### config.mk
export PLATFORM = sky130hd
export DESIGN_NAME = multilevel_priority_queue_unit
export DESIGN_NICKNAME = d
export VERILOG_FILES = /design/src/mpq_pkg.sv /design/src/mpq_ram.sv /design/src/multilevel_priority_queue_unit.sv
export SDC_FILE = /design/constraint.sdc
export NUM_CORES = 2
export LEC_CHECK = 0
export ABC_AREA = 1
export BUFFER_PORTS_ARGS = -buffer_cell sky130_fd_sc_hd__buf_2
export CORE_MARGIN = 4
export CORE_UTILIZATION = 52
export DETAILED_ROUTE_END_ITERATION = 6
export PLACE_DENSITY_LB_ADDON = 0.05
export SLEW_MARGIN = 20
export SYNTH_ARGS = -nofsm -noshare
export SYNTH_HDL_FRONTEND = slang
export SYNTH_SLANG_ARGS = --single-unit
export TNS_END_PERCENT = 20
### constraint.sdc
create_clock -name clock -period 15.5 [get_ports clock]
set_input_delay 4.65 -clock clock [delete_from_list [all_inputs] [get_ports clock]]
set_output_delay 4.65 -clock clock [all_outputs]
set_load 0.005 [all_outputs]
### src/mpq_pkg.sv
// Multilevel priority queue: shared types and constants.
// No dependencies; imported by the top level.
`timescale 1ns / 1ps

package mpq_pkg;

   localparam int LEVELS   = 8;
   localparam int LVL_W    = $clog2(LEVELS);
   localparam int STATUS_W = 2;

   localparam logic OP_ENQUEUE = 1'b0;
   localparam logic OP_DEQUEUE = 1'b1;

   localparam logic [STATUS_W-1:0] STATUS_OK    = 2'd0;
   localparam logic [STATUS_W-1:0] STATUS_EMPTY = 2'd1;
   localparam logic [STATUS_W-1:0] STATUS_FULL  = 2'd2;
   localparam logic [STATUS_W-1:0] STATUS_RANGE = 2'd3;

   typedef logic [LEVELS-1:0] level_mask_type;

endpackage

### src/mpq_ram.sv
// Generic single-write, single-read synchronous RAM with registered read data.
// No dependencies.
`timescale 1ns / 1ps

module mpq_ram #(
   parameter int WIDTH = 32,
   parameter int DEPTH = 64
) (
   input  logic                                    clock,
   input  logic                                    wr_en,
   input  logic [(DEPTH > 1 ? $clog2(DEPTH) : 1)-1:0] wr_addr,
   input  logic [WIDTH-1:0]                        wr_data,
   input  logic                                    rd_en,
   input  logic [(DEPTH > 1 ? $clog2(DEPTH) : 1)-1:0] rd_addr,
   output logic [WIDTH-1:0]                        rd_data
);

   logic [WIDTH-1:0] mem_ff [DEPTH];
   logic [WIDTH-1:0] rd_data_ff;

   always_ff @(posedge clock) begin
      if (wr_en) begin
         mem_ff[wr_addr] <= wr_data;
      end
      if (rd_en) begin
         rd_data_ff <= mem_ff[rd_addr];
      end
   end

   assign rd_data = rd_data_ff;

endmodule

### src/multilevel_priority_queue_unit.sv
// Multilevel priority queue: one FIFO per level, nodes in a shared linked store.
// Uses mpq_pkg and mpq_ram (node values and node links).
//
// Channels: req_ carries one operation (enqueue or dequeue) per transfer,
// rsp_ returns exactly one result per operation, in order. Both use
// valid/stall; a transfer happens when valid is high and stall is low.
// csr_ writes highest_level (levels above it are neither scanned on dequeue
// nor counted in rsp_queue_empty); csr_ready is always high.
// Timing: an operation is taken in ST_IDLE, which also issues the node reads,
// and is finished in ST_FINISH, once the read data of the node RAMs has
// returned and the result register is loaded. The block takes no new
// request until the current operation has finished.
// The result register holds while rsp_stall is high; the block stays in its
// finishing cycle and keeps req_stall high until the register frees up.
// Reset: all queues empty, all CAPACITY nodes free, highest_level = 7. No
// clearing pass: unused nodes are handed out from a fresh counter until
// freed nodes are available on a recycle list.
`timescale 1ns / 1ps

module multilevel_priority_queue_unit #(
   parameter int CAPACITY   = 64,
   parameter int DATA_WIDTH = 32
) (
   input  logic                                 clock,
   input  logic                                 reset,
   input  logic                                 req_valid,
   output logic                                 req_stall,
   input  logic                                 req_operation,
   input  logic signed [DATA_WIDTH-1:0]         req_data_in,
   input  logic [mpq_pkg::LVL_W-1:0]            req_priority_req,
   output logic                                 rsp_valid,
   input  logic                                 rsp_stall,
   output logic signed [DATA_WIDTH-1:0]         rsp_data_out,
   output logic [mpq_pkg::STATUS_W-1:0]         rsp_status,
   output logic                                 rsp_queue_empty,
   input  logic                                 csr_valid,
   output logic                                 csr_ready,
   input  logic [mpq_pkg::LVL_W-1:0]            csr_highest_level
);

   import mpq_pkg::*;

   localparam int IW = (CAPACITY > 1) ? $clog2(CAPACITY) : 1;
   localparam int CW = $clog2(CAPACITY + 1);
   localparam logic [CW-1:0] CAP_C = CW'(CAPACITY);

   typedef enum logic {
      ST_IDLE,
      ST_FINISH
   } state_type;

   state_type                state_ff, state_in;
   logic                     op_ff, op_in;
   logic [DATA_WIDTH-1:0]    data_ff, data_in_r;
   logic [LVL_W-1:0]         lvl_ff, lvl_in;
   logic [IW-1:0]            node_ff, node_in;
   logic                     avail_ff, avail_in;
   logic [LVL_W-1:0]         highest_ff, highest_in;
   logic [IW-1:0]            heads_ff [LEVELS];
   logic [IW-1:0]            heads_in [LEVELS];
   logic [IW-1:0]            tails_ff [LEVELS];
   logic [IW-1:0]            tails_in [LEVELS];
   level_mask_type           nonempty_ff, nonempty_in;
   logic [IW-1:0]            rec_head_ff, rec_head_in;
   logic [CW-1:0]            rec_count_ff, rec_count_in;
   logic [CW-1:0]            fresh_ff, fresh_in;
   logic [CW-1:0]            free_count_ff, free_count_in;
   logic                     rsp_valid_ff, rsp_valid_in;
   logic [DATA_WIDTH-1:0]    rsp_data_ff, rsp_data_in;
   logic [STATUS_W-1:0]      rsp_status_ff, rsp_status_in;
   logic                     rsp_empty_ff, rsp_empty_in;

   level_mask_type           scan_mask;
   level_mask_type           avail_now;
   logic [LVL_W-1:0]         deq_lvl;
   logic                     accept;
   logic                     out_free;
   logic                     finish;

   logic                     val_wr_en;
   logic                     link_wr_en;
   logic [IW-1:0]            link_wr_addr;
   logic [IW-1:0]            link_wr_data;
   logic                     val_rd_en;
   logic [IW-1:0]            link_rd_addr;
   logic [DATA_WIDTH-1:0]    val_rd_data;
   logic [IW-1:0]            link_rd_data;

   mpq_ram #(
      .WIDTH (DATA_WIDTH),
      .DEPTH (CAPACITY)
   ) u_values (
      .clock   (clock),
      .wr_en   (val_wr_en),
      .wr_addr (node_ff),
      .wr_data (data_ff),
      .rd_en   (val_rd_en),
      .rd_addr (heads_ff[deq_lvl]),
      .rd_data (val_rd_data)
   );

   mpq_ram #(
      .WIDTH (IW),
      .DEPTH (CAPACITY)
   ) u_links (
      .clock   (clock),
      .wr_en   (link_wr_en),
      .wr_addr (link_wr_addr),
      .wr_data (link_wr_data),
      .rd_en   (accept),
      .rd_addr (link_rd_addr),
      .rd_data (link_rd_data)
   );

   always_comb begin
      for (int i = 0; i < LEVELS; i++) begin
         scan_mask[i] = (LVL_W'(i) <= highest_ff);
      end
      avail_now = nonempty_ff & scan_mask;
      deq_lvl   = '0;
      for (int i = LEVELS - 1; i >= 0; i--) begin
         if (avail_now[i]) begin
            deq_lvl = LVL_W'(i);
         end
      end
   end

   assign accept    = (state_ff == ST_IDLE) && req_valid;
   assign out_free  = !rsp_valid_ff || !rsp_stall;
   assign finish    = (state_ff == ST_FINISH) && out_free;
   assign req_stall = (state_ff != ST_IDLE);
   assign csr_ready = 1'b1;

   assign val_rd_en    = accept && (req_operation == OP_DEQUEUE);
   assign link_rd_addr = (req_operation == OP_DEQUEUE) ? heads_ff[deq_lvl] : rec_head_ff;

   always_comb begin
      state_in      = state_ff;
      op_in         = op_ff;
      data_in_r     = data_ff;
      lvl_in        = lvl_ff;
      node_in       = node_ff;
      avail_in      = avail_ff;
      highest_in    = highest_ff;
      heads_in      = heads_ff;
      tails_in      = tails_ff;
      nonempty_in   = nonempty_ff;
      rec_head_in   = rec_head_ff;
      rec_count_in  = rec_count_ff;
      fresh_in      = fresh_ff;
      free_count_in = free_count_ff;
      rsp_valid_in  = rsp_valid_ff && rsp_stall;
      rsp_data_in   = rsp_data_ff;
      rsp_status_in = rsp_status_ff;
      rsp_empty_in  = rsp_empty_ff;
      val_wr_en     = 1'b0;
      link_wr_en    = 1'b0;
      link_wr_addr  = node_ff;
      link_wr_data  = rec_head_ff;

      if (csr_valid) begin
         highest_in = csr_highest_level;
      end

      if (accept) begin
         state_in  = ST_FINISH;
         op_in     = req_operation;
         data_in_r = req_data_in;
         avail_in  = |avail_now;
         if (req_operation == OP_DEQUEUE) begin
            lvl_in  = deq_lvl;
            node_in = heads_ff[deq_lvl];
         end else begin
            lvl_in  = req_priority_req;
            node_in = (rec_count_ff != '0) ? rec_head_ff : fresh_ff[IW-1:0];
         end
      end

      if (finish) begin
         state_in      = ST_IDLE;
         rsp_valid_in  = 1'b1;
         rsp_data_in   = '0;
         rsp_status_in = STATUS_OK;
         if (op_ff == OP_ENQUEUE) begin
            if (lvl_ff > highest_ff) begin
               rsp_status_in = STATUS_RANGE;
            end else if (free_count_ff == '0) begin
               rsp_status_in = STATUS_FULL;
            end else begin
               val_wr_en = 1'b1;
               if (nonempty_ff[lvl_ff]) begin
                  link_wr_en   = 1'b1;
                  link_wr_addr = tails_ff[lvl_ff];
                  link_wr_data = node_ff;
               end else begin
                  heads_in[lvl_ff] = node_ff;
               end
               tails_in[lvl_ff]    = node_ff;
               nonempty_in[lvl_ff] = 1'b1;
               free_count_in       = free_count_ff - 1'b1;
               if (rec_count_ff != '0) begin
                  rec_head_in  = link_rd_data;
                  rec_count_in = rec_count_ff - 1'b1;
               end else begin
                  fresh_in = fresh_ff + 1'b1;
               end
            end
         end else begin
            if (!avail_ff) begin
               rsp_data_in   = '1;
               rsp_status_in = STATUS_EMPTY;
            end else begin
               rsp_data_in = val_rd_data;
               if (node_ff == tails_ff[lvl_ff]) begin
                  nonempty_in[lvl_ff] = 1'b0;
               end else begin
                  heads_in[lvl_ff] = link_rd_data;
               end
               link_wr_en    = 1'b1;
               link_wr_addr  = node_ff;
               link_wr_data  = rec_head_ff;
               rec_head_in   = node_ff;
               rec_count_in  = rec_count_ff + 1'b1;
               free_count_in = free_count_ff + 1'b1;
            end
         end
         rsp_empty_in = ~|(nonempty_in & scan_mask);
      end
   end

   always_ff @(posedge clock) begin
      if (reset) begin
         state_ff      <= ST_IDLE;
         highest_ff    <= LVL_W'(7);
         nonempty_ff   <= '0;
         rec_head_ff   <= '0;
         rec_count_ff  <= '0;
         fresh_ff      <= '0;
         free_count_ff <= CAP_C;
         rsp_valid_ff  <= 1'b0;
         for (int i = 0; i < LEVELS; i++) begin
            heads_ff[i] <= '0;
            tails_ff[i] <= '0;
         end
      end else begin
         state_ff      <= state_in;
         highest_ff    <= highest_in;
         nonempty_ff   <= nonempty_in;
         rec_head_ff   <= rec_head_in;
         rec_count_ff  <= rec_count_in;
         fresh_ff      <= fresh_in;
         free_count_ff <= free_count_in;
         rsp_valid_ff  <= rsp_valid_in;
         heads_ff      <= heads_in;
         tails_ff      <= tails_in;
      end
      op_ff         <= op_in;
      data_ff       <= data_in_r;
      lvl_ff        <= lvl_in;
      node_ff       <= node_in;
      avail_ff      <= avail_in;
      rsp_data_ff   <= rsp_data_in;
      rsp_status_ff <= rsp_status_in;
      rsp_empty_ff  <= rsp_empty_in;
   end

   assign rsp_valid       = rsp_valid_ff;
   assign rsp_data_out    = rsp_data_ff;
   assign rsp_status      = rsp_status_ff;
   assign rsp_queue_empty = rsp_empty_ff;

   // free nodes = recycled nodes + never-used nodes
   a_free_split: assert property (@(posedge clock) disable iff (reset)
      free_count_ff == CW'(rec_count_ff + (CAP_C - fresh_ff)))
      else $error("free count out of step with recycle list and fresh counter");

   a_free_bound: assert property (@(posedge clock) disable iff (reset)
      free_count_ff <= CAP_C)
      else $error("free count above capacity");

   a_deq_frees: assert property (@(posedge clock) disable iff (reset)
      finish && (op_ff == OP_DEQUEUE) && avail_ff
      |=> free_count_ff == CW'($past(free_count_ff) + 1'b1))
      else $error("dequeue did not return its node");

   a_empty_result: assert property (@(posedge clock) disable iff (reset)
      finish && (op_ff == OP_DEQUEUE) && !avail_ff
      |=> (rsp_status_ff == STATUS_EMPTY) && (rsp_data_ff == '1))
      else $error("empty dequeue result wrong");

   a_enq_takes: assert property (@(posedge clock) disable iff (reset)
      finish && (op_ff == OP_ENQUEUE) && (lvl_ff <= highest_ff) && (free_count_ff != '0)
      |=> nonempty_ff[$past(lvl_ff)] && (rsp_status_ff == STATUS_OK))
      else $error("accepted enqueue left its level empty");

endmodule

* Word level (Yosys, flattened, before mapping)
Memory sizes are Yosys's and may differ from the RTL's. A register that Yosys moved wholly into a read port is not among the register bits.
Index checks and enable logic that the tools add are counted.
** Word-level totals
- Register bits after elaboration :: 214
- RAM bits :: 2432
- Input bits :: 44
- Output and inout bits :: 38
- Memories :: 2
** Cells by class
- $add $sub $neg :: 5
- Order comparisons :: 14
- Equal/unequal tests :: 6
- Muxes and demuxes :: 83
- Bitwise gates (word level) :: 12
- Reductions and logical operators :: 21
** Memory list
- u_values.mem_ff :: depth 64, bits a word 32, rd ports 1, clocked after Yosys merged registers in 1, wr ports 1, RTL line mpq_ram.sv:18 : logic [WIDTH-1:0] mem_ff [DEPTH];
- u_links.mem_ff :: depth 64, bits a word 6, rd ports 1, clocked after Yosys merged registers in 1, wr ports 1, RTL line mpq_ram.sv:18
** Operators with widths (number)
- 48-bit 2-to-1 mux :: 6
- 48-bit bitwise mux :: 3
- 6-bit 2-to-1 mux :: 23
- 7-bit 2-to-1 mux :: 9
- 8-bit 2-to-1 mux :: 6
- 6-bit binary-select mux with 3-bit select :: 2
- 32-bit 2-to-1 mux :: 1
- 3-bit 2-to-1 mux :: 9
- 8-bit AND :: 3
- 7-bit by 1-bit adder with 7-bit output (second input constant) :: 3
- 6-bit demux with 3-bit select :: 1
- 1-bit 2-to-1 mux :: 18
- 8-bit OR reduction :: 2
- 7-bit by 1-bit subtractor with 7-bit output (second input constant) :: 2
- 3-bit less-or-equal comparator (first input constant) :: 4
- 5-bit AND reduction :: 2
- 4-bit >= comparator (second input constant) :: 2
- 2-bit != test (second input constant) :: 4
- 3-bit NOT with 4-bit output :: 2
- 8-bit NOT :: 1
- 8-bit OR :: 1
- 4-bit AND reduction :: 2
- 7-bit logical NOT :: 1
- 7-bit nonzero test :: 1
- other kinds (18) :: 33

* Depth between registers and ports, before layout
- Depth in word-level cells :: 15
- Depth in mapped cells :: 25
- Gate-level depth less buffers :: 22

* By module
Synthesis repeated with hierarchy kept, for this count alone.
** Unflattened totals
- Cell total of the unflattened synthesis :: 9546
- Area, all modules :: 109595.1 sq um
** By module, submodules not included
- mpq_ram at u_values :: instances 1, cells each 6769, area an instance 83058.4 sq um
- mpq_ram at u_links :: instances 1, cells each 1377, area an instance 15984.1 sq um
- multilevel_priority_queue_unit :: instances 1, cells each 1400, area an instance 10552.6 sq um

* Worst setup path after synthesis
Ideal clock, no wire load.
- Path kind :: input to register
- From :: input port rsp_stall
- To :: memory u_links.mem_ff[0][0] in the netlist's numbering, data pin
- Arrival :: 8.007 ns
- Data required time :: 14.798 ns
- Setup slack :: 6.791 ns
- Stages on the path :: 8
- Cells stage by stage :: nand2_1 -> nand2_1 -> nor2_1 -> inv_1 -> nor2_1 -> clkbuf_1 -> clkbuf_1 -> o21ai_0
** On the way
- Word-level cells in the longest chain between the ends :: 4
** Ends and longest elaborated chain
- start: declaration :: RTL line multilevel_priority_queue_unit.sv:32 : input logic rsp_stall,
- 1-bit logical NOT :: RTL line multilevel_priority_queue_unit.sv:129 : assign out_free = !rsp_valid_ff || !rsp_stall;
- 1-bit logical OR :: RTL line multilevel_priority_queue_unit.sv:129
- 1-bit logical AND :: RTL line multilevel_priority_queue_unit.sv:130 : assign finish = (state_ff == ST_FINISH) && out_free;
- 6-bit 2-to-1 mux :: RTL line multilevel_priority_queue_unit.sv:179 : if (finish) begin
- via link_wr_data[0] :: RTL line multilevel_priority_queue_unit.sv:83 : logic [IW-1:0] link_wr_data;
- end: declaration :: RTL line mpq_ram.sv:18
The timed path passes the listed nets, and every way through them passes these cells.

* Worst setup path in the final report
- From :: input port req_operation
- To :: register u_links.rd_data_ff[3], in the netlist u_links.rd_data[3] (read register of u_links.mem_ff), data pin
** On the way
- Word-level cells in the longest chain between the ends :: 1
** Ends and longest elaborated chain
- start: declaration :: RTL line multilevel_priority_queue_unit.sv:28 : input logic req_operation,
- 6-bit 2-to-1 mux :: RTL line multilevel_priority_queue_unit.sv:135 : assign link_rd_addr = (req_operation == OP_DEQUEUE) ? heads_ff[deq_lvl] : rec_head_ff;
- end: declaration :: RTL line mpq_ram.sv:19 : logic [WIDTH-1:0] rd_data_ff;
Every way passes these cells.
A chain may end at the register's enable or synchronous reset.

==> results.sh <==
export IMPL_outcome="finished clean"
export IMPL_dp_hpwl_um=168000
export IMPL_powerDensity_nw_per_um2=131
export IMPL_final_nets=9176
export IMPL_grt_max_degree=230
export IMPL_rows=168
export IMPL_synth_distinct_cells=41
export IMPL_insertion_delay_ns=0.94
export IMPL_overflow=0
export IMPL_cp_start_kind="primary input"
export IMPL_pwr_share_seq=0.503
export IMPL_routed_via_count=71800
export IMPL_p_int_mw=12.2
export IMPL_worstMarginPinSlew_ns=1.16
export IMPL_path_class="primary input to flop"
export IMPL_finalSetupViolations=0
export IMPL_initial_core_util=0.525
export IMPL_grt_pass1_wl_um=461000
export IMPL_die_y_um=469
export IMPL_hold_buffers=0
export IMPL_ys_seq_area_frac=0.718
export IMPL_p_leak_nw=42.4
export IMPL_ant_nets=0
export IMPL_whs_path_depth=2
export IMPL_core_area_um2=210000
export IMPL_syn_area_per_cell_um2=12.0
export IMPL_hold_viol=0
export IMPL_cts_num_sinks=2683
export IMPL_min_path_type="flop to flop"
export IMPL_p_sw_frac=0.239
export IMPL_grt_util_all_layers=0.286
export IMPL_syn_inst=9161
export IMPL_max_clock_freq_mhz=128
export IMPL_areaGrowthSynthToFinish_pct=10.9
export IMPL_power_mw=16.0
export IMPL_cts_buffers=298
export IMPL_clkPwrFrac=0.412
export IMPL_clockRootBuffer="clkbuf_16"
export IMPL_yosys_warnings=0
export IMPL_hold_path_endpoint="heads_ff[41]$_SDFFE_PP0P_"
export IMPL_die_x_um=469
export IMPL_synth_seq_cells=2683
export IMPL_r2r_start="highest_ff[2]$_SDFFE_PP1P_"
export IMPL_synthesis_nets=9221
export IMPL_final_fill_count=17100
export IMPL_layout_common_cells="2548 x edfxtp_1, 1037 x o21ai_0, 943 x inv_1"
export IMPL_fin_crit_sh=0.502
export IMPL_dieArea_um2=220000
export IMPL_min_from="heads_ff[41]$_SDFFE_PP0P_"
export IMPL_first_iter_violations=8078
export IMPL_grt_pass1_vias=67700
export IMPL_drive_gt1_frac=0.0819
export IMPL_wl_per_cell_um=26.2
export IMPL_port_buffers=80
export IMPL_cts_clk_slew_worst_paths_ns=0.06
export IMPL_r2r_end="u_values.rd_data[9]$_DFFE_PP_"
export IMPL_ir_worst_vdd_mv=0.119
export IMPL_slew_violations=0
export IMPL_skew_ns=0.0607
export IMPL_multi_input_area_um2=25100
export IMPL_pin_count=82
export IMPL_register_area_um2=79200
export IMPL_gp_congestion=0.856
export IMPL_cp_max_fo=108
export IMPL_switchingPower_mw=3.83
export IMPL_tns_ns=0
export IMPL_crit_path_end_kind="flop"
export IMPL_min_period_ns=7.79
export IMPL_cts_tree="built"
export IMPL_p_comb_frac=0.085
export IMPL_required_ns=16.15
export IMPL_grt_setup_unrepaired="no"
export IMPL_antenna_found_initial=8
export IMPL_routed_via_density=5.92
export IMPL_cts_resized=0
export IMPL_final_common_cell="edfxtp_1"
export IMPL_clk_path_buf_depth=4
export IMPL_r2r_cells=18
export IMPL_drv_cap=0
export IMPL_crit_arrival_ns=8.43
export IMPL_netlist_area_um2=110000
export IMPL_reg2reg_setup_slack_ns=8.38
export IMPL_wirelength_um=318000
export IMPL_postCtsSetupBuffers=0
export IMPL_cts_max_level=5
export IMPL_dr_pass1_iters=6
export IMPL_drc=0
export IMPL_slew_headroom=0.223
cell usage after synthesis (all sizes together):
| cell type | number | area, µm² |
|---|---|---|
| o211a | 1 | 10.0 |
| fa | 2 | 40.0 |
| dfxtp | 135 | 2700 |
| a221oi | 7 | 61.3 |
| o22ai | 19 | 119 |
| o211ai | 346 | 2600 |
| nor2 | 668 | 2510 |
| o21a | 3 | 22.5 |
| clkbuf | 260 | 985 |
| buf | 353 | 2050 |
| a211oi | 1 | 7.51 |
| xor2 | 10 | 87.6 |
| inv | 955 | 3580 |
| a31oi | 1 | 6.26 |
| nor3 | 10 | 61.3 |
| clkinv | 5 | 18.8 |
| nand2 | 662 | 2520 |
| o21bai | 1 | 7.51 |
| nor4 | 4 | 25.0 |
| nand3 | 930 | 4650 |
| o21ai | 1401 | 7040 |
| edfxtp | 2548 | 76500 |
| ha | 14 | 175 |
| nand3b | 142 | 1070 |
| xnor2 | 2 | 17.5 |
| conb | 1 | 3.75 |
| and2 | 1 | 6.26 |
| a21oi | 663 | 3320 |
| nand4 | 16 | 100 |
power by group through the flow:
stage / registers [mW] / clock network (mW) / logic (mW)
floorplan: 8.25 / 0 / 0.812
global placement: 8.22 / 0 / 1.35
detailed placement: 8.22 / 0 / 1.36
CTS: 8.07 / 6.71 / 1.36
global route: 8.07 / 7.02 / 1.48
finish: 8.07 / 6.60 / 1.36
metal layers:
layer	part of all wire	GRT usage	vias to the layer above	wire, µm
met5	0	0	-	0
met4	0.050	0.128	0	15800
met3	0.068	0.0429	634	21800
met2	0.47	0.464	2719	151000
met1	0.41	0.384	35600	130000
li1	-	-	32800	-
how the worst max path moves through the flow:
stage / to / from / depth (start not counted) / slack [ns]
after floorplan: u_links.mem_ff[0][0]$_DFFE_PP_ / rsp_stall / 8 / 6.79
after global placement: u_links.rd_data[2]$_DFFE_PP_ / req_operation / 12 / 6.69
after detailed placement: u_links.rd_data[0]$_DFFE_PP_ / req_operation / 12 / 6.61
after CTS: u_links.rd_data[5]$_DFFE_PP_ / req_operation / 12 / 7.58
after global routing: u_links.rd_data[1]$_DFFE_PP_ / req_operation / 12 / 7.47
final: u_links.rd_data[3]$_DFFE_PP_ / req_operation / 12 / 7.71
kinds of logic (layout without fill, tap and decap cells):
family / count (synthesis) / count (layout) / synth area share
flip-flops: 2683 / 2683 / 0.718
AO/OA/AOI/OAI: 2443 / 2443 / 0.120
AND/OR/NAND/NOR: 2433 / 2433 / 0.0992
buffers and inverters: 1573 / 1740 / 0.0602
adder cells (fa/ha/maj): 16 / 16 / 0.00195
XOR/XNOR: 12 / 12 / 0.000953
other: 1 / 5 / 0.0000340
area by class of cell:
type | count | area share
well taps | 2805 | 0.0287
inverters | 960 | 0.0296
multi-input cells | 4905 | 0.205
clock inverters | 136 | 0.00810
repair buffers | 268 | 0.0157
flip-flops and latches | 2683 | 0.647
diodes | 4 | 0.0000818
clock buffers | 376 | 0.0650
through the flow:
| step | hold WS (ns) | instances | area [µm²] | setup slack, ns | utilization |
|---|---|---|---|---|---|
| 3_5_place_dp | 0.435 | 11600 | 113000 | 6.61 | 0.539 |
| 5_1_grt | 0.458 | 12100 | 122000 | 7.47 | 0.582 |
| 3_3_place_gp | 0.429 | 11600 | 113000 | 6.69 | 0.539 |
| 2_1_floorplan | 0.417 | 9161 | 110000 | 6.79 | - |
| 6_report | 0.445 | 12100 | 122000 | 7.71 | 0.582 |
| 4_1_cts | 0.446 | 12100 | 122000 | 7.58 | 0.582 |
registers in the layout, summed over array words and instances, names as in the netlist, 6 cells and up:
name	flops
u_values.mem_ff	2048
free_count_ff	7
nonempty_ff	8
tails_ff	48
node_ff	6
u_links.mem_ff	384
rec_head_ff	6
u_values.rd_data	32
rsp_data_out	32
heads_ff	48
rec_count_ff	7
u_links.rd_data	6
fresh_ff	6
data_ff	32
critical path: stages:
cell	delay, ns
buf_2	0.22
inv_1	0.52
nand2_4	0.48
nand2_4	0.85
buf_6	0.66
nand2_1	0.14
nand3_1	0.11
nand3_1	0.09
nand3_1	0.13
nand3_1	0.17
nand3_1	0.12
nand2_1	0.06
No activity file was read; power rests on OpenSTA's default activity.
